===== src/rtl/assert_macros.svh =====
// assertion macros used by the top-level rtl file
`ifndef ASSERT_MACROS_SVH
`define ASSERT_MACROS_SVH

// plain property, sampled on the rising clock, off while reset is low
`define CFAP_ASSERT(lbl, clk, rst_n, prop) \
    lbl: assert property (@(posedge clk) disable iff (!rst_n) (prop)) \
        else $error("cfap assertion failed");

// same-cycle implication
`define CFAP_ASSERT_IMP(lbl, clk, rst_n, ante, cons) \
    `CFAP_ASSERT(lbl, clk, rst_n, (ante) |-> (cons))

`endif


===== src/rtl/cfap_pkg.sv =====
// shared types, codes and the crc step for the command framer and answer parser
package cfap_pkg;

    localparam logic [1:0] OP_WRITE  = 2'd0;
    localparam logic [1:0] OP_READ   = 2'd1;
    localparam logic [1:0] OP_ANSWER = 2'd2;

    localparam logic [1:0] KIND_TX     = 2'd0;
    localparam logic [1:0] KIND_CHARGE = 2'd1;
    localparam logic [1:0] KIND_STATUS = 2'd2;

    localparam logic [7:0] ASCII_T    = 8'h54;
    localparam logic [7:0] ASCII_Q    = 8'h51;
    localparam logic [7:0] ASCII_W    = 8'h57;
    localparam logic [7:0] ASCII_R    = 8'h52;
    localparam logic [7:0] ASCII_A    = 8'h41;
    localparam logic [7:0] ASCII_ZERO = 8'h30;
    localparam logic [7:0] ASCII_ONE  = 8'h31;
    localparam logic [7:0] WR_LEN     = 8'h02;
    localparam logic [7:0] RD_LEN     = 8'h00;

    localparam logic [15:0] CRC_INIT = 16'hFFFF;
    localparam logic [15:0] CRC_POLY = 16'h1021;
    localparam logic [15:0] CRC_MSB  = 16'h8000;

    // parser phases
    localparam logic [3:0] PH_HDR0    = 4'd0;
    localparam logic [3:0] PH_HDR1    = 4'd1;
    localparam logic [3:0] PH_HDR2    = 4'd2;
    localparam logic [3:0] PH_HDR3    = 4'd3;
    localparam logic [3:0] PH_LEN     = 4'd4;
    localparam logic [3:0] PH_DIG0    = 4'd5;
    localparam logic [3:0] PH_DIG3    = 4'd8;
    localparam logic [3:0] PH_CHARGE  = 4'd9;
    localparam logic [3:0] PH_DISCARD = 4'd10;

    localparam logic [3:0] WR_BODY_LEN = 4'd7;
    localparam logic [3:0] RD_BODY_LEN = 4'd5;

    typedef struct packed {
        logic start;
        logic emit_frame;
        logic emit_charge;
        logic emit_status;
    } t_dp_cmd;

    typedef struct packed {
        logic slot_free;
        logic have_charge;
        logic frame_done;
        logic item_last;
    } t_dp_status;

    function automatic logic [15:0] crc16_byte(input logic [15:0] crc, input logic [7:0] b);
        logic [15:0] c;
        c = crc ^ {b, 8'h00};
        for (int i = 0; i < 8; i++) begin
            if ((c & CRC_MSB) != 16'h0000) begin
                c = {c[14:0], 1'b0} ^ CRC_POLY;
            end else begin
                c = {c[14:0], 1'b0};
            end
        end
        return c;
    endfunction

endpackage


===== src/rtl/cfap_cmd_if.sv =====
// input channel: opcode and received byte
interface cfap_cmd_if;
    logic       valid;
    logic       ready;
    logic [1:0] opcode;
    logic [7:0] rx_byte;
    logic       rx_last;

    modport source (output valid, output opcode, output rx_byte, output rx_last, input ready);
    modport sink   (input valid, input opcode, input rx_byte, input rx_last, output ready);
endinterface


===== src/rtl/cfap_rsp_if.sv =====
// output channel: transmit, charge and status results
interface cfap_rsp_if;
    logic       valid;
    logic       ready;
    logic [1:0] kind;
    logic [7:0] data_byte;
    logic       last;
    logic       parse_error;
    logic       pause_flag;
    logic       wheels_flag;
    logic       run_status;
    logic       run_mode;

    modport source (output valid, output kind, output data_byte, output last,
                    output parse_error, output pause_flag, output wheels_flag,
                    output run_status, output run_mode, input ready);
    modport sink   (input valid, input kind, input data_byte, input last,
                    input parse_error, input pause_flag, input wheels_flag,
                    input run_status, input run_mode, output ready);
endinterface


===== src/rtl/command_framer_and_answer_parser.sv =====
// top level of the command framer and answer parser
`include "assert_macros.svh"

// Builds write and read command frames (CRC-16, poly 0x1021, init 0xFFFF, sent
// high byte first) and parses answer bytes from the remote unit. An input beat
// is taken whenever the controller is idle; its result beats then leave
// through a single output register at one per cycle while the sink is
// ready. An answer byte yields 0, 1 or 2 results. A write frame has 9 bytes
// and a read frame 7, body plus two CRC bytes, and the byte-wide CRC step
// runs once per body byte. A new beat is accepted while the last result beat
// of the previous item still waits in the output register.
// The device id register is written through i_cfg_we / i_cfg_data.
module command_framer_and_answer_parser (
    input  logic       i_clk,
    input  logic       i_rst_n,
    input  logic       i_cfg_we,
    input  logic [7:0] i_cfg_data,
    cfap_cmd_if.sink   i_cmd,
    cfap_rsp_if.source o_rsp
);
    import cfap_pkg::*;

    t_dp_cmd    dp_cmd;
    t_dp_status dp_status;
    logic       ready;
    logic [2:0] emits;
    logic       st_beat;

    cfap_ctrl u_ctrl (
        .i_clk    (i_clk),
        .i_rst_n  (i_rst_n),
        .i_valid  (i_cmd.valid),
        .i_opcode (i_cmd.opcode),
        .i_rx_last(i_cmd.rx_last),
        .i_status (dp_status),
        .o_ready  (ready),
        .o_cmd    (dp_cmd)
    );

    cfap_dp u_dp (
        .i_clk        (i_clk),
        .i_rst_n      (i_rst_n),
        .i_cfg_we     (i_cfg_we),
        .i_cfg_data   (i_cfg_data),
        .i_opcode     (i_cmd.opcode),
        .i_rx_byte    (i_cmd.rx_byte),
        .i_rx_last    (i_cmd.rx_last),
        .i_rsp_ready  (o_rsp.ready),
        .i_cmd        (dp_cmd),
        .o_status     (dp_status),
        .o_rsp_valid  (o_rsp.valid),
        .o_kind       (o_rsp.kind),
        .o_data_byte  (o_rsp.data_byte),
        .o_last       (o_rsp.last),
        .o_parse_error(o_rsp.parse_error),
        .o_pause_flag (o_rsp.pause_flag),
        .o_wheels_flag(o_rsp.wheels_flag),
        .o_run_status (o_rsp.run_status),
        .o_run_mode   (o_rsp.run_mode)
    );

    assign i_cmd.ready = ready;
    assign emits       = {dp_cmd.emit_frame, dp_cmd.emit_charge, dp_cmd.emit_status};
    assign st_beat     = o_rsp.valid && o_rsp.kind == KIND_STATUS;

    // no result beat is produced in the cycle an item is taken
    `CFAP_ASSERT_IMP(a_no_emit_at_accept, i_clk, i_rst_n, ready, !(|emits))
    `CFAP_ASSERT(a_one_emit, i_clk, i_rst_n, $onehot0(emits))
    // a beat is only loaded when the output register is free
    `CFAP_ASSERT_IMP(a_emit_slot, i_clk, i_rst_n, |emits, dp_status.slot_free)
    `CFAP_ASSERT_IMP(a_status_last, i_clk, i_rst_n, st_beat, o_rsp.last && o_rsp.data_byte == 8'h00)

endmodule


===== src/rtl/cfap_ctrl.sv =====
// controller state machine: accepts items and sequences result beats
module cfap_ctrl (
    input  logic                 i_clk,
    input  logic                 i_rst_n,
    input  logic                 i_valid,
    input  logic [1:0]           i_opcode,
    input  logic                 i_rx_last,
    input  cfap_pkg::t_dp_status i_status,
    output logic                 o_ready,
    output cfap_pkg::t_dp_cmd    o_cmd
);
    import cfap_pkg::*;

    typedef enum logic [3:0] {
        S_IDLE   = 4'b0001,
        S_FRAME  = 4'b0010,
        S_CHARGE = 4'b0100,
        S_STATUS = 4'b1000
    } t_state;

    t_state r_state;
    t_state n_state;

    always_ff @(posedge i_clk) begin
        if (!i_rst_n) begin
            r_state <= S_IDLE;
        end else begin
            r_state <= n_state;
        end
    end

    always_comb begin
        n_state = r_state;
        o_cmd   = '0;
        o_ready = 1'b0;
        unique case (r_state)
            S_IDLE: begin
                o_ready = 1'b1;
                if (i_valid) begin
                    o_cmd.start = 1'b1;
                    unique case (i_opcode)
                        OP_WRITE, OP_READ: begin
                            n_state = S_FRAME;
                        end
                        OP_ANSWER: begin
                            if (i_status.have_charge) begin
                                n_state = S_CHARGE;
                            end else if (i_rx_last) begin
                                n_state = S_STATUS;
                            end
                        end
                        default: begin
                            n_state = S_IDLE;
                        end
                    endcase
                end
            end
            S_FRAME: begin
                if (i_status.slot_free) begin
                    o_cmd.emit_frame = 1'b1;
                    if (i_status.frame_done) begin
                        n_state = S_IDLE;
                    end
                end
            end
            S_CHARGE: begin
                if (i_status.slot_free) begin
                    o_cmd.emit_charge = 1'b1;
                    n_state = i_status.item_last ? S_STATUS : S_IDLE;
                end
            end
            S_STATUS: begin
                if (i_status.slot_free) begin
                    o_cmd.emit_status = 1'b1;
                    n_state = S_IDLE;
                end
            end
            default: begin
                n_state = S_IDLE;
            end
        endcase
    end

endmodule


===== src/rtl/cfap_dp.sv =====
// datapath: parser state, frame builder with crc, stored flags and output register
module cfap_dp (
    input  logic                 i_clk,
    input  logic                 i_rst_n,
    input  logic                 i_cfg_we,
    input  logic [7:0]           i_cfg_data,
    input  logic [1:0]           i_opcode,
    input  logic [7:0]           i_rx_byte,
    input  logic                 i_rx_last,
    input  logic                 i_rsp_ready,
    input  cfap_pkg::t_dp_cmd    i_cmd,
    output cfap_pkg::t_dp_status o_status,
    output logic                 o_rsp_valid,
    output logic [1:0]           o_kind,
    output logic [7:0]           o_data_byte,
    output logic                 o_last,
    output logic                 o_parse_error,
    output logic                 o_pause_flag,
    output logic                 o_wheels_flag,
    output logic                 o_run_status,
    output logic                 o_run_mode
);
    import cfap_pkg::*;

    logic [7:0]  r_device_id;
    logic        r_pause, r_wheels, r_status, r_mode;
    logic [3:0]  r_phase;
    logic [7:0]  r_charge_left;
    logic        r_bad;
    logic [3:0]  r_digits;

    // item captured at accept
    logic        r_wr;
    logic [3:0]  r_idx;
    logic [15:0] r_crc;
    logic [7:0]  r_byte;
    logic        r_last_in;
    logic        r_err;
    logic [3:0]  r_commit;

    logic        r_out_valid;
    logic [1:0]  r_kind;
    logic [7:0]  r_data;
    logic        r_out_last, r_out_err;
    logic [3:0]  r_out_flags;

    logic [3:0]  n_phase;
    logic [7:0]  n_charge_left;
    logic        n_bad;
    logic [3:0]  n_digits;
    logic        have_charge;
    logic        ans_err;
    logic [3:0]  dig_off;
    logic [1:0]  dig_idx;

    logic [3:0]  frame_len;
    logic [7:0]  frame_byte;
    logic        in_body;
    logic        emit_any;
    logic [3:0]  cur_flags;

    assign cur_flags = {r_mode, r_status, r_wheels, r_pause};
    assign dig_off   = r_phase - PH_DIG0;
    assign dig_idx   = dig_off[1:0];

    always_comb begin
        n_phase       = r_phase;
        n_charge_left = r_charge_left;
        n_bad         = r_bad;
        n_digits      = r_digits;
        have_charge   = 1'b0;
        case (r_phase) inside
            PH_HDR0, PH_HDR1, PH_HDR2, PH_HDR3: begin
                if ((r_phase == PH_HDR0 && i_rx_byte == ASCII_T) ||
                    (r_phase == PH_HDR1 && i_rx_byte == ASCII_Q) ||
                    (r_phase == PH_HDR2 && i_rx_byte == r_device_id) ||
                    (r_phase == PH_HDR3 && i_rx_byte == ASCII_A)) begin
                    n_phase = r_phase + 4'd1;
                end else begin
                    n_bad   = 1'b1;
                    n_phase = PH_DISCARD;
                end
            end
            PH_LEN: begin
                n_charge_left = (i_rx_byte >= 8'd4) ? i_rx_byte - 8'd4 : 8'd0;
                n_phase       = PH_DIG0;
            end
            [PH_DIG0:PH_DIG3]: begin
                if (i_rx_byte == ASCII_ONE) begin
                    n_digits[dig_idx] = 1'b1;
                end else if (i_rx_byte != ASCII_ZERO) begin
                    n_bad = 1'b1;
                end
                n_phase = r_phase + 4'd1;
            end
            PH_CHARGE: begin
                if (r_charge_left != 8'd0) begin
                    n_charge_left = r_charge_left - 8'd1;
                    have_charge   = 1'b1;
                end
            end
            default: begin
                n_phase = r_phase;
            end
        endcase
        ans_err = n_bad || (n_phase < PH_CHARGE);
    end

    assign frame_len = r_wr ? WR_BODY_LEN : RD_BODY_LEN;
    assign in_body   = r_idx < frame_len;

    always_comb begin
        if (in_body) begin
            case (r_idx)
                4'd0:    frame_byte = ASCII_T;
                4'd1:    frame_byte = ASCII_Q;
                4'd2:    frame_byte = r_device_id;
                4'd3:    frame_byte = r_wr ? ASCII_W : ASCII_R;
                4'd4:    frame_byte = r_wr ? WR_LEN : RD_LEN;
                4'd5:    frame_byte = ASCII_ZERO | {7'd0, r_pause};
                4'd6:    frame_byte = ASCII_ZERO | {7'd0, r_wheels};
                default: frame_byte = 8'h00;
            endcase
        end else if (r_idx == frame_len) begin
            frame_byte = r_crc[15:8];
        end else begin
            frame_byte = r_crc[7:0];
        end
    end

    assign emit_any = i_cmd.emit_frame || i_cmd.emit_charge || i_cmd.emit_status;

    assign o_status.slot_free   = !r_out_valid || i_rsp_ready;
    assign o_status.have_charge = have_charge;
    assign o_status.frame_done  = r_idx == 4'(frame_len + 4'd1);
    assign o_status.item_last   = r_last_in;

    // config, parser state, stored flags and output valid
    always_ff @(posedge i_clk) begin
        if (!i_rst_n) begin
            r_device_id   <= 8'h00;
            r_pause       <= 1'b0;
            r_wheels      <= 1'b0;
            r_status      <= 1'b0;
            r_mode        <= 1'b0;
            r_phase       <= PH_HDR0;
            r_charge_left <= 8'h00;
            r_bad         <= 1'b0;
            r_digits      <= 4'h0;
            r_out_valid   <= 1'b0;
        end else begin
            if (i_cfg_we) begin
                r_device_id <= i_cfg_data;
            end
            if (i_cmd.start && i_opcode == OP_ANSWER) begin
                if (i_rx_last) begin
                    r_phase       <= PH_HDR0;
                    r_charge_left <= 8'h00;
                    r_bad         <= 1'b0;
                    r_digits      <= 4'h0;
                end else begin
                    r_phase       <= n_phase;
                    r_charge_left <= n_charge_left;
                    r_bad         <= n_bad;
                    r_digits      <= n_digits;
                end
            end
            // digits commit with the status beat when the answer had no error
            if (i_cmd.emit_status && !r_err) begin
                r_pause  <= r_commit[0];
                r_wheels <= r_commit[1];
                r_status <= r_commit[2];
                r_mode   <= r_commit[3];
            end
            if (emit_any) begin
                r_out_valid <= 1'b1;
            end else if (i_rsp_ready) begin
                r_out_valid <= 1'b0;
            end
        end
    end

    // item and output payload
    always_ff @(posedge i_clk) begin
        if (i_cmd.start) begin
            r_wr      <= i_opcode == OP_WRITE;
            r_idx     <= 4'd0;
            r_crc     <= CRC_INIT;
            r_byte    <= i_rx_byte;
            r_last_in <= i_rx_last;
            r_err     <= ans_err;
            r_commit  <= n_digits;
        end
        if (i_cmd.emit_frame) begin
            r_idx <= r_idx + 4'd1;
            if (in_body) begin
                r_crc <= crc16_byte(r_crc, frame_byte);
            end
        end
        if (i_cmd.emit_frame) begin
            r_kind      <= KIND_TX;
            r_data      <= frame_byte;
            r_out_last  <= o_status.frame_done;
            r_out_err   <= 1'b0;
            r_out_flags <= cur_flags;
        end else if (i_cmd.emit_charge) begin
            r_kind      <= KIND_CHARGE;
            r_data      <= r_byte;
            r_out_last  <= !r_last_in;
            r_out_err   <= 1'b0;
            r_out_flags <= cur_flags;
        end else if (i_cmd.emit_status) begin
            r_kind      <= KIND_STATUS;
            r_data      <= 8'h00;
            r_out_last  <= 1'b1;
            r_out_err   <= r_err;
            r_out_flags <= r_err ? cur_flags : r_commit;
        end
    end

    assign o_rsp_valid   = r_out_valid;
    assign o_kind        = r_kind;
    assign o_data_byte   = r_data;
    assign o_last        = r_out_last;
    assign o_parse_error = r_out_err;
    assign o_pause_flag  = r_out_flags[0];
    assign o_wheels_flag = r_out_flags[1];
    assign o_run_status  = r_out_flags[2];
    assign o_run_mode    = r_out_flags[3];

endmodule

===== src/flat_wrapper.sv =====
// flat-port wrapper written by rule: the top's interface ports become plain ports
module command_framer_and_answer_parser_flat import cfap_pkg::*;
  (i_clk, i_rst_n, i_cfg_we, i_cfg_data, i_cmd_valid, i_cmd_opcode, i_cmd_rx_byte, i_cmd_rx_last, i_cmd_ready, o_rsp_valid, o_rsp_kind, o_rsp_data_byte, o_rsp_last, o_rsp_parse_error, o_rsp_pause_flag, o_rsp_wheels_flag, o_rsp_run_status, o_rsp_run_mode, o_rsp_ready);
  cfap_cmd_if i_cmd_i ();
  cfap_rsp_if o_rsp_i ();
  input  logic i_clk;
  input  logic i_rst_n;
  input  logic i_cfg_we;
  input  logic [7:0] i_cfg_data;
  input wire logic [$bits(i_cmd_i.valid)-1:0] i_cmd_valid;
  input wire logic [$bits(i_cmd_i.opcode)-1:0] i_cmd_opcode;
  input wire logic [$bits(i_cmd_i.rx_byte)-1:0] i_cmd_rx_byte;
  input wire logic [$bits(i_cmd_i.rx_last)-1:0] i_cmd_rx_last;
  output wire logic [$bits(i_cmd_i.ready)-1:0] i_cmd_ready;
  output wire logic [$bits(o_rsp_i.valid)-1:0] o_rsp_valid;
  output wire logic [$bits(o_rsp_i.kind)-1:0] o_rsp_kind;
  output wire logic [$bits(o_rsp_i.data_byte)-1:0] o_rsp_data_byte;
  output wire logic [$bits(o_rsp_i.last)-1:0] o_rsp_last;
  output wire logic [$bits(o_rsp_i.parse_error)-1:0] o_rsp_parse_error;
  output wire logic [$bits(o_rsp_i.pause_flag)-1:0] o_rsp_pause_flag;
  output wire logic [$bits(o_rsp_i.wheels_flag)-1:0] o_rsp_wheels_flag;
  output wire logic [$bits(o_rsp_i.run_status)-1:0] o_rsp_run_status;
  output wire logic [$bits(o_rsp_i.run_mode)-1:0] o_rsp_run_mode;
  input wire logic [$bits(o_rsp_i.ready)-1:0] o_rsp_ready;
  assign i_cmd_i.valid = i_cmd_valid;
  assign i_cmd_i.opcode = i_cmd_opcode;
  assign i_cmd_i.rx_byte = i_cmd_rx_byte;
  assign i_cmd_i.rx_last = i_cmd_rx_last;
  assign i_cmd_ready = i_cmd_i.ready;
  assign o_rsp_valid = o_rsp_i.valid;
  assign o_rsp_kind = o_rsp_i.kind;
  assign o_rsp_data_byte = o_rsp_i.data_byte;
  assign o_rsp_last = o_rsp_i.last;
  assign o_rsp_parse_error = o_rsp_i.parse_error;
  assign o_rsp_pause_flag = o_rsp_i.pause_flag;
  assign o_rsp_wheels_flag = o_rsp_i.wheels_flag;
  assign o_rsp_run_status = o_rsp_i.run_status;
  assign o_rsp_run_mode = o_rsp_i.run_mode;
  assign o_rsp_i.ready = o_rsp_ready;
  command_framer_and_answer_parser u_core (.i_clk(i_clk), .i_rst_n(i_rst_n), .i_cfg_we(i_cfg_we), .i_cfg_data(i_cfg_data), .i_cmd(i_cmd_i), .o_rsp(o_rsp_i));
endmodule

===== config.mk =====
export PLATFORM = sky130hd
export DESIGN_NAME = command_framer_and_answer_parser_flat
export DESIGN_NICKNAME = d
export VERILOG_FILES = /design/src/rtl/cfap_pkg.sv /design/src/rtl/cfap_cmd_if.sv /design/src/rtl/cfap_rsp_if.sv /design/src/rtl/command_framer_and_answer_parser.sv /design/src/rtl/cfap_ctrl.sv /design/src/rtl/cfap_dp.sv /design/src/flat_wrapper.sv
export VERILOG_INCLUDE_DIRS = /design/src /design/src/rtl
export SDC_FILE = /design/constraint.sdc
export NUM_CORES = 1
export LEC_CHECK = 0
export ABC_AREA = 1
export BUFFER_PORTS_ARGS = -buffer_cell sky130_fd_sc_hd__buf_2
export CAP_MARGIN = 20
export CORE_MARGIN = 10
export CORE_UTILIZATION = 40
export CTS_BUF_LIST = sky130_fd_sc_hd__clkbuf_4 sky130_fd_sc_hd__clkbuf_8
export CTS_CLUSTER_DIAMETER = 80
export DETAILED_ROUTE_END_ITERATION = 7
export PLACE_DENSITY = 0.63
export SLEW_MARGIN = 20
export SYNTH_ARGS = -nofsm -noshare
export SYNTH_HDL_FRONTEND = slang
export SYNTH_SLANG_ARGS = --single-unit

===== constraint.sdc =====
create_clock -name i_clk -period 2.25 [get_ports i_clk]
set_input_delay 0.225 -clock i_clk [delete_from_list [all_inputs] [get_ports i_clk]]
set_output_delay 0.225 -clock i_clk [all_outputs]
set_load 0.02 [all_outputs]

# After elaboration in Yosys (flattened, before gate mapping)
# Index checks and enable logic that the tools add are counted.
# op_classes
reduce_logical,33
eq_ne,33
bitwise_logic,10
magnitude_cmp,7
add_sub_neg,6
mux,95
# op_table
op,count
16-bit two-way mux,17
13-bit two-way mux,8
4-bit two-way mux,24
8-bit two-way mux,12
8-bit case mux with 7 select lines,1
1-bit two-way mux,27
"8-bit by 7-bit equality test with 1-bit output, second input constant",3
3-bit inverter,8
"4-bit by 2-bit equality test with 1-bit output, second input constant",5
"4-bit by 3-bit equality test with 1-bit output, second input constant",5
4-bit case mux with 4 select lines,1
16-bit bitwise XOR,1
"4-bit by 1-bit equality test with 1-bit output, second input constant",3
3-bit nonzero test,3
"4-bit by 1-bit adder with 4-bit output, second input constant",2
"4-bit equality test, second input constant",2
"8-bit by 6-bit equality test with 1-bit output, second input constant",1
8-bit equality test,1
"8-bit by 3-bit greater-or-equal comparator with 1-bit output, second input constant",1
1-bit logical AND,8
4-bit logical NOT,2
"2-bit by 1-bit != test with 1-bit output, second input constant",4
"8-bit by 6-bit != test with 1-bit output, second input constant",1
4-bit case mux with 2 select lines,1
other kinds (30),43
# word_totals
wordCells,208
register_bits,85
in_bits,24
out_inout_bits,18

# Logic depth before layout (Yosys ltp)
# Gate-level depths: netlist of run 1.
# logic_depth
word_depth,37
ltp_mapped,18
mapped_depth_nobuf,18

# Hierarchy
# A second synthesis of run 1 with hierarchy kept.
# hier_totals
cells_unflattened,726
area_unflattened_um2,5245.0
# by_module_without_submodules
mod,n_inst,area_each_um2,seq_area_each_um2,cells_per_inst
cfap_dp,1,4845.9,1941.9,659
cfap_ctrl,1,399.1,80.1,67

# Worst setup path after synthesis of run 1
# OpenSTA, ideal clock, no wires.
# synth_path
path_type,reg-to-reg
startpoint,register u_core.u_ctrl.r_state[3]
endpoint,register u_core.u_dp.r_crc[15]
path_stages_with_launch,10
path_buffers,0
period_less_slack_ns,2.189
t_arrival_ns,2.114
required_ns,2.176
path_slack_ns,0.061
setup_ns,0.074
path_cell_list,dfxtp_1 -> inv_1 -> nand2_1 -> nor3_4 -> inv_1 -> nor2_1 -> nor2_4 -> inv_1 -> nor2_1 -> a31oi_1
# synth_rtl
element,line_no,source
from (decl),cfap_ctrl.sv:21,t_state r_state;
from (signal assigned),cfap_ctrl.sv:28,r_state <= n_state;
to (signal assigned),cfap_dp.sv:197,"r_crc <= crc16_byte(r_crc, frame_byte);"
to (decl),cfap_dp.sv:35,logic [15:0] r_crc;

# Worst setup path in the final report of run 1
# layout_path
startpoint,register u_core.u_dp.r_idx[1]
endpoint,register u_core.u_dp.r_crc[7]
# layout_between
elab_chain_cells,29
word_cells_on_any_way,39
cone_classes,order compare (1); eq/ne (7); mux (27); bitwise (3); reduce/logical (1)
# layout_rtl
element,line_no,source
from (decl),cfap_dp.sv:34,logic [3:0] r_idx;
from (signal assigned),cfap_dp.sv:195,r_idx <= r_idx + 4'd1;
"4-bit by 3-bit equality test with 1-bit output, or another cell as far along",cfap_dp.sv:114,case (r_idx)
8-bit case mux with 7 select lines or 8-bit two-way mux (tied branches),"cfap_dp.sv:114, cfap_dp.sv:124",
8-bit two-way mux,cfap_dp.sv:113,if (in_body) begin
16-bit bitwise XOR,cfap_pkg.sv:56,"c = crc ^ {b, 8'h00};"
13-bit two-way mux,cfap_pkg.sv:58,if ((c & CRC_MSB) != 16'h0000) begin
16-bit two-way mux,cfap_dp.sv:196,if (in_body) begin
16-bit two-way mux,cfap_dp.sv:194,if (i_cmd.emit_frame) begin
13-bit two-way mux,cfap_pkg.sv:58,
[... 13 more ...],n/a,
16-bit two-way mux,cfap_dp.sv:196,
16-bit two-way mux,cfap_dp.sv:194,
13-bit two-way mux,cfap_pkg.sv:58,
16-bit two-way mux,cfap_dp.sv:196,
16-bit two-way mux,cfap_dp.sv:194,
13-bit two-way mux,cfap_pkg.sv:58,
16-bit two-way mux *,cfap_dp.sv:196,
16-bit two-way mux *,cfap_dp.sv:194,
# Mark *: on every way between the ends. The rest lies on a longest branch, timed or not. The select of a mux whose other input is x is not followed.
# A chain may end at the register's enable or synchronous reset.

==> results of run 1 <==
## layout by cell type, fill, tap and decap left out, types with 5 or more instances in the layout
cell type  count
clkbuf_8       9
buf_2         41
ha_1          13
a21oi_1       32
o22ai_1        6
nand2_1      139
a31oi_1        7
nand3_2        5
buf_4         29
inv_1         82
edfxtp_1      32
nor2_4         5
o21ai_0       49
dfxtp_1       53
xor2_1         7
nor3_1        11
nand2_2       26
nand4_1        5
nor2_2         7
o211ai_1       7
nand3_1       69
nor2_1        54
inv_2         10
## layer usage
| layer | vias to the layer above | global-route usage | share of wire |
|---|---|---|---|
| met2 | 145 | 0.2295 | 0.45 |
| li1 | 2393 | - | - |
| met5 | - | 0 | 0 |
| met3 | 25 | 0.03811 | 0.062 |
| met1 | 2229 | 0.1929 | 0.47 |
| met4 | 0 | 0.05990 | 0.018 |
## logic make-up (layout without fill, tap and decap cells)
family,after synthesis,count (layout),synth area share
AO/OA/AOI/OAI,123,123,0.1393
buffers and inverters,109,184,0.08753
flip-flops,85,85,0.4007
multiplexers,3,3,0.006694
adder cells (fa/ha/maj),15,15,0.03719
AND/OR/NAND/NOR,334,334,0.3092
XOR/XNOR,9,9,0.01934
## critical path, stage by stage, from the launching register on
cell	delay, ns
edfxtp_1	0.44
ha_4	0.30
nand2_2	0.06
inv_2	0.08
nand2_4	0.10
clkbuf_16	0.18
o21ai_2	0.17
nand2_2	0.11
nand2_1	0.10
nand2_2	0.09
nand2_2	0.10
nand2_2	0.07
nand2_1	0.06
nand3_1	0.07
nand2_1	0.07
inv_1	0.04
## registers in the layout (all words and copies together), names as in the netlist, 8 cells and up
register and flops:
u_core.u_dp.r_charge_left 8, u_core.u_dp.r_byte 8, u_core.u_dp.o_data_byte 8, u_core.u_dp.r_crc 16, u_core.u_dp.r_device_id 8
## repair_timing
item / in CTS / in global routing
setup buffers: 0 / 10
setup endpoints to repair: 0 / 18
gates resized for setup: 0 / 30
endpoints found under the hold margin: 0 / 0
## power by group
part,switching (W),leakage (nW),internal (W)
clock,0.000662,0.0989,0.000437
combinational,0.00197,1.90,0.00110
sequential,0.000217,0.733,0.00194
## final cells by class
class	count	area [um^2]
Clock inverter	7	72.57
Tap cell	168	210.2
Multi-Input combinational cell	484	2684
Clock buffer	9	123.9
Fill cell	1196	6223
Timing Repair Buffer	72	462.9
Inverter	96	362.8
Sequential cell	85	2022
## metrics by stage
stage	utilization	hold slack, ns
6_report	0.4883	0.06534
5_1_grt	0.4883	0.05114
4_1_cts	0.4711	0.04741
3_5_place_dp	0.4549	0.4531
3_3_place_gp	0.4549	0.4471
2_1_floorplan	-	0.3239
## path summary, 6_finish.rpt
kind,slack [ns],depth (start not counted),to
setup reg to reg,0.12,15,u_core.u_dp.r_crc[7]
hold reg to reg,0.47,2,u_core.u_dp.o_kind[0]
setup / recovery,0.12,15,u_core.u_dp.r_crc[7]
hold / removal,0.07,1,u_core.u_dp.r_byte[6]
==> impl_metrics.json, run 1 <==
{
  "outcome": "finished clean",
  "cp_max_fo": 5,
  "clkTransAtPathRegs_ns": 0.10,
  "portBuffers": 41,
  "synth_edf_count": 32,
  "wl_per_cell_um": 14.82,
  "cts_max_level": 3,
  "grt_antenna_before_repair": 0,
  "ir_drop_v": 0.0003210,
  "clk-insertion-delay-late_ns": 0.39,
  "cts_sinks": 85,
  "core_area_um2": 12160,
  "initial_core_util": 0.4149,
  "max-cap-violations": 0,
  "final_nets": 787,
  "synth_area_leader_cell": "dfxtp_1",
  "min_from": "i_cmd_rx_byte[6]",
  "slew_headroom": 0.6168,
  "ys_warn_count": 0,
  "p_per_area_nw_per_um2": 1066,
  "synthToLayoutAreaGrowth_pct": 17.68,
  "hp-class": "input pin to register",
  "first_iter_violations": 425,
  "cp-end-kind": "register",
  "worst_ep_arrival_time_ns": 2.41,
  "async_flop_share": 0,
  "diodes": 0,
  "hold_viol": 0,
  "syn_nets": 717,
  "period_share": 0.9453,
  "grt-ovfl-total": 0,
  "grt_pass1_wl_um": 21430,
  "cts_buffers": 9,
  "setup_tns_ns": 0,
  "ys_seq_elements": 85,
  "min_period_ns": 2.127,
  "slew_violations": 0,
  "synthMostInstantiatedCell": "nand2_1",
  "first_pass_iters": 5,
  "seq_area_frac_synth": 0.4007,
  "synth_area_um2": 5046,
  "setup_slack_ns": 0.1231,
  "synthCells": 678,
  "timing.rr.start": "u_core.u_dp.r_idx[1]",
  "grt_max_degree": 19,
  "yosysUniqueCellTypes": 47,
  "routed_wl_um": 13650,
  "final_layout_size_suffix_gt1_frac": 0.2138,
  "critPathKind": "register to register",
  "syn_avg_cell_area_um2": 7.443,
  "pre_cts_ws_ns": 0.07828,
  "rsz0062_at_grt": "true",
  "worst_pin_slew_ns": 0.5687,
  "drcViolationCount": 0,
  "synth_top_cell_area_share": 0.2103,
  "row_count": 40,
  "finalPower_w": 0.006329,
  "p_leak_nw": 2.731,
  "grt_util_all_layers": 0.1487,
  "cts_buffer_depth": 2,
  "holdBufCountCts": 0,
  "place_area_um2": 5533,
  "max_freq_mhz": 470.2,
  "die_h_um": 132.3,
  "vias": 4792,
  "synth.area.top_cells": "dfxtp_1 (21%), edfxtp_1 (19%), nand2_1 (11%)",
  "ios": 42,
  "die-area_um2": 17510,
  "finalNonFillerCells": 921,
  "synthFlopType": "dfxtp_1",
  "grt_pass1_vias": 4414,
  "post_drt_via_cell_ratio": 5.203,
  "root_buffer": "clkbuf_8",
  "place.detailed.hpwl_um": 10370,
  "cp.required_ns": 2.54,
  "postRouteAntennaNets": 0,
  "cts_tree": "built",
  "routabilityCongestion": 0.8848,
  "dp.cells": 894,
  "critical_path.startpoint_type": "register",
  "die_w_um": 132.3,
  "crit_start": "u_core.u_dp.r_idx[1]",
  "clock_skew_ns": 0.01475,
  "stdcell_area_um2": 5938,
  "ys_top_cells_by_count": "nand2_1 (146), inv_1 (87), nand3_1 (71), nor2_1 (54), dfxtp_1 (53)",
  "setup_viol": 0
}
Note: power is estimated with default switching activity, not from simulation.
==> run 2, diff against run 1 <==
--- a/config.mk
+++ b/config.mk
@@ -14,7 +14,6 @@
 export CTS_BUF_LIST = sky130_fd_sc_hd__clkbuf_4 sky130_fd_sc_hd__clkbuf_8
 export CTS_CLUSTER_DIAMETER = 80
 export DETAILED_ROUTE_END_ITERATION = 7
-export PLACE_DENSITY = 0.63
 export SLEW_MARGIN = 20
 export SYNTH_ARGS = -nofsm -noshare
 export SYNTH_HDL_FRONTEND = slang
==> impl_metrics.json, run 2 (synthesis results as in run 1) <==
{
  "outcome": "finished clean",
  "die_h_um": 132.3,
  "drcViolationCount": 0,
  "grt_antenna_before_repair": 0,
  "first_iter_violations": 478,
  "hp-class": "input pin to register",
  "cts_sinks": 85,
  "final_layout_size_suffix_gt1_frac": 0.2102,
  "crit_family": "simple AND/OR/NAND/NOR gates",
  "cts_buffers": 9,
  "period_share": 0.9517,
  "clkTransAtPathRegs_ns": 0.09,
  "die-area_um2": 17510,
  "die_w_um": 132.3,
  "ir_drop_v": 0.0003993,
  "min_from": "i_cfg_data[1]",
  "worst_ep_arrival_time_ns": 2.42,
  "rsz0062_at_grt": "true",
  "swShare": 0.4453,
  "setup_slack_ns": 0.1087,
  "worst_pin_slew_ns": 0.6505,
  "critical_path.slowest_cell": "edfxtp_1",
  "root_buffer": "clkbuf_8",
  "largest_reg_flops": 16,
  "clock_skew_ns": 0.01166,
  "routabilityCongestion": 0.9160,
  "clk-insertion-delay-late_ns": 0.38,
  "utilization": 0.4834,
  "cpMostUsedCell": "nand2_2",
  "holdWs_ns": 0.07127,
  "slew_headroom": 0.5617,
  "p_leak_nw": 2.700,
  "portBuffers": 41,
  "finalNonFillerCells": 915,
  "layout_commonest_cell": "nand2_1",
  "p_int_w": 0.003528,
  "routed_wl_um": 13600,
  "p_clk_frac": 0.176,
  "cts_max_level": 3,
  "final_cell_mix": "nand2_1 (139), inv_1 (85), nand3_1 (68)",
  "grt-ovfl-total": 0,
  "synthToLayoutAreaGrowth_pct": 16.51,
  "critPathMaxStageDelay_ns": 0.48,
  "path_cells": "buf_4, ha_1, nand2_1, nand2_2, a21oi_4, nand2_2, nand2_1, nand2_2, nand2_2, nand2_2, nand2_1, nand3_1, nand2_1, inv_1",
  "p_per_area_nw_per_um2": 1082,
  "power_frac_seq": 0.345,
  "p_switching_w": 0.002831,
  "grt_util_all_layers": 0.1530,
  "core_area_um2": 12160,
  "ios": 42,
  "cp.required_ns": 2.53,
  "diodes": 0,
  "setup_viol": 0,
  "critical_path.startpoint_type": "register",
  "cts_tree": "built",
  "vias": 4803,
  "critPathKind": "register to register",
  "hold_viol": 0,
  "cts_buffer_depth": 2,
  "max_freq_mhz": 467.0,
  "grt_pass1_wl_um": 22170,
  "row_count": 40,
  "timing.rr.start": "u_core.u_dp.r_idx[0]",
  "dp.cells": 891,
  "first_pass_iters": 5,
  "final_nets": 782,
  "holdBufCountCts": 0,
  "pwr-share-comb": 0.479,
  "pre_cts_ws_ns": -0.01212,
  "cp-end-kind": "register",
  "regMostFlops": "u_core.u_dp.r_crc",
  "post_drt_via_cell_ratio": 5.249,
  "cp_max_fo": 6,
  "path_buf_inv": 2,
  "grt_pass1_vias": 4516,
  "postRouteAntennaNets": 0,
  "initial_core_util": 0.4149,
  "slew_violations": 0,
  "wl_per_cell_um": 14.86,
  "crit_start": "u_core.u_dp.r_idx[0]",
  "max-cap-violations": 0,
  "grt_max_degree": 18,
  "place.detailed.hpwl_um": 10570,
  "min_period_ns": 2.141
}
==> run 2: changes by cell type in the layout (fill, tap and decap cells not counted), sizes merged <==
cell      before  now
clkinv         4    6
clkinvlp       1    0
bufinv         0    1
buf           71   67
clkbuf        10    9
inv           98   95
==> run 2: power by group through the flow <==
stage | combinational (W) | clock [W] | sequential [W]
after floorplan | 0.00206 | 0 | 0.00221
final | 0.00305 | 0.00112 | 0.00219
after global routing | 0.00342 | 0.00120 | 0.00223
after CTS | 0.00279 | 0.00114 | 0.00218
after detailed placement | 0.00277 | 0 | 0.00221
after global placement | 0.00271 | 0 | 0.00221
==> run 2: worst min-delay path, delay by kind of cell <==
family | cells | cell delay, ns
buffers and inverters | 1 | 0.08
AND/OR/NAND/NOR | 2 | 0.11
==> run 2: final cells by class <==
cell class,instances,area (um^2)
clock buffers,9,123.9
clock inverters,6,72.57
fillers,1199,6282
inverters,96,362.8
multi-input cells,484,2679
flip-flops and latches,85,2023
well taps,168,210.2
repair buffers,67,407.9
==> run 2: final timing paths <==
kind	slack, ns	cells past startpoint	endpoint
setup reg to reg	0.11	14	u_core.u_dp.r_crc[14]
hold / removal	0.07	3	u_core.u_dp.r_device_id[1]
setup / recovery	0.11	14	u_core.u_dp.r_crc[14]
hold reg to reg	0.47	1	u_core.u_dp.o_kind[1]
==> run 2: metal layers <==
layer	up-vias	share of wire	GRT usage
met3	20	0.069	0.03087
li1	2375	-	-
met4	0	0.017	0.06296
met1	2252	0.48	0.2117
met2	156	0.44	0.2259
met5	-	0	0
==> run 2: through the flow <==
step	instance area (um^2)	power, W	TNS (ns)
global placement	5510	0.004926	0
floorplan	5046	0.004268	0
CTS	5715	0.006118	0
detailed placement	5510	0.004983	-0.01982
global route	5879	0.006851	-0.08261
finish	5879	0.006359	0
==> run 2: what timing repair did <==
action / 4_1_cts / 5_1_grt
resized for setup: 3 / 27
setup buffers: 0 / 9
pin swaps: 0 / 8
endpoints found under the setup margin: 2 / 21
==> run 3, diff against run 2 <==
--- a/config.mk
+++ b/config.mk
@@ -14,6 +14,7 @@
 export CTS_BUF_LIST = sky130_fd_sc_hd__clkbuf_4 sky130_fd_sc_hd__clkbuf_8
 export CTS_CLUSTER_DIAMETER = 80
 export DETAILED_ROUTE_END_ITERATION = 7
+export REMOVE_ABC_BUFFERS = 1
 export SLEW_MARGIN = 20
 export SYNTH_ARGS = -nofsm -noshare
 export SYNTH_HDL_FRONTEND = slang
==> impl_metrics.json, run 3 (synthesis results as in run 1) <==
{
  "outcome": "finished clean",
  "place.detailed.hpwl_um": 10380,
  "setup_viol": 0,
  "slew_violations": 0,
  "cts_max_level": 3,
  "post_drt_via_cell_ratio": 5.145,
  "place_area_um2": 5545,
  "cts_sinks": 85,
  "synthToLayoutAreaGrowth_pct": 17.13,
  "grt_max_degree": 18,
  "utilization": 0.4860,
  "crit_end": "u_core.u_dp.r_charge_left[6]",
  "first_pass_iters": 5,
  "clock_skew_ns": 0.01139,
  "regMostFlops": "u_core.u_dp.r_crc",
  "grt_pass1_wl_um": 21670,
  "p_switching_w": 0.002806,
  "postRouteAntennaNets": 0,
  "root_buffer": "clkbuf_8",
  "cts_buffer_depth": 2,
  "die_w_um": 132.3,
  "hold_viol": 0,
  "p_per_area_nw_per_um2": 1098,
  "nFillCells": 1241,
  "grt_util_all_layers": 0.1497,
  "grt_pass1_vias": 4383,
  "critPathKind": "register to register",
  "stdcell_area_um2": 5911,
  "slew_headroom": 0.5708,
  "cp.required_ns": 2.55,
  "worst_ep_arrival_time_ns": 2.40,
  "hp-class": "input pin to register",
  "path_cells": "buf_4, ha_1, inv_1, a21oi_1, nor2_2, nand3_2, nand3_1, nand2_2, inv_2, nand4_1, a21oi_1",
  "rr_endpoint": "u_core.u_dp.r_charge_left[6]",
  "worst_pin_slew_ns": 0.6370,
  "p_clk_frac": 0.202,
  "rr_worst_depth": 11,
  "portBuffers": 41,
  "grt-ovfl-total": 0,
  "core_area_um2": 12160,
  "largest_reg_flops": 16,
  "min_period_ns": 2.101,
  "row_count": 40,
  "p_leak_nw": 2.724,
  "vias": 4718,
  "dp.cells": 894,
  "rsz0062_at_grt": "true",
  "initial_core_util": 0.4149,
  "r2r_slack_ns": 0.15,
  "cp_max_fo": 10,
  "period_share": 0.9338,
  "final_cell_mix": "nand2_1 (142), inv_1 (84), nand3_1 (70)",
  "critPathMaxStageDelay_ns": 0.32,
  "first_iter_violations": 417,
  "grt_antenna_before_repair": 0,
  "cts_buffers": 9,
  "cp-end-kind": "register",
  "drcViolationCount": 0,
  "routabilityCongestion": 0.9485,
  "crit_start": "u_core.u_dp.r_phase[0]",
  "clkTransAtPathRegs_ns": 0.10,
  "cpMostUsedCell": "a21oi_1",
  "final_nets": 783,
  "wl_per_cell_um": 14.32,
  "ios": 42,
  "layout_commonest_cell": "nand2_1",
  "diodes": 0,
  "swShare": 0.4324,
  "pwr-share-comb": 0.464,
  "holdWs_ns": 0.06773,
  "max-cap-violations": 0,
  "power_frac_seq": 0.334,
  "clk-insertion-delay-late_ns": 0.39,
  "routed_wl_um": 13130,
  "critical_path.startpoint_type": "register",
  "finalNonFillerCells": 917,
  "holdBufCountCts": 0,
  "timing.rr.start": "u_core.u_dp.r_phase[0]",
  "die_h_um": 132.3,
  "max_freq_mhz": 476.0,
  "ir_drop_v": 0.0003376,
  "critical_path.slowest_cell": "dfxtp_1",
  "p_int_w": 0.003683,
  "die-area_um2": 17510,
  "cts_tree": "built",
  "final_layout_size_suffix_gt1_frac": 0.2043
}
-- run 3: cell count changes in the layout (fill, tap and decap cells not counted), sizes merged --
cell / delta
buf: +1
bufinv: +1
clkinv: -2
inv: +2
-- run 3: metrics by stage --
step / power [W] / setup TNS (ns) / setup WS, ns
detailed placement: 0.005014 / 0 / 0.04705
finish: 0.006489 / 0 / 0.1491
CTS: 0.006333 / 0 / 0.01577
floorplan: 0.004209 / 0 / 0.06133
global placement: 0.004975 / 0 / 0.08119
global route: 0.006999 / -0.02164 / -0.01193
-- run 3: final cells by class --
cell class	count	area (um^2)	share of cell area
sequential	85	2022	0.3421
multi-input combinational	484	2644	0.4473
clock inverter	7	116.4	0.01969
tap	168	210.2	0.03556
inverter	96	362.8	0.06139
clock buffer	9	123.9	0.02096
timing repair buffer	68	431.7	0.07303
-- run 3: worst max-delay path: cells and delay by family (launching register included) --
family	cells	cell delay [ns]
AOI/OAI and AO/OA	2	0.23
DFF	1	0.32
adders and majority gates	1	0.27
and+or+nand+nor	5	0.82
buffers and inverters	3	0.37
-- run 3: routing by layer --
| layer | global-route usage | share of wire | wire length [um] | vias to the layer above |
|---|---|---|---|---|
| met5 | 0 | 0 | 0 | - |
| li1 | - | - | - | 2388 |
| met2 | 0.2131 | 0.43 | 5593 | 148 |
| met1 | 0.2122 | 0.49 | 6448 | 2167 |
| met3 | 0.03811 | 0.067 | 878 | 15 |
| met4 | 0.05257 | 0.016 | 209 | 0 |
-- run 3: repair_timing --
action / in CTS / in global routing
setup buffers: 0 / 7
resized for setup: 0 / 26
endpoints found under the setup margin: 0 / 20
-- run 3: power by group through the flow --
stage | sequential (W) | clock [W] | combinational, W
floorplan | 0.00223 | 0 | 0.00198
global placement | 0.00219 | 0 | 0.00279
detailed placement | 0.00220 | 0 | 0.00282
CTS | 0.00216 | 0.00134 | 0.00283
global route | 0.00220 | 0.00140 | 0.00339
finish | 0.00217 | 0.00131 | 0.00301
-- run 3: worst min-delay path by stage --
stage                           from  cells past startpoint  slack [ns]                        to
2_1_floorplan                i_rst_n                      1        0.32  u_core.u_ctrl.r_state[0]
3_3_place_gp   u_core.u_dp.o_kind[1]                      1        0.44     u_core.u_dp.o_kind[1]
3_5_place_dp   u_core.u_dp.o_kind[1]                      1        0.45     u_core.u_dp.o_kind[1]
4_1_cts             i_cmd_rx_byte[6]                      1        0.04     u_core.u_dp.r_byte[6]
5_1_grt             i_cmd_rx_byte[6]                      1        0.05     u_core.u_dp.r_byte[6]
6_report            i_cmd_rx_byte[6]                      1        0.07     u_core.u_dp.r_byte[6]
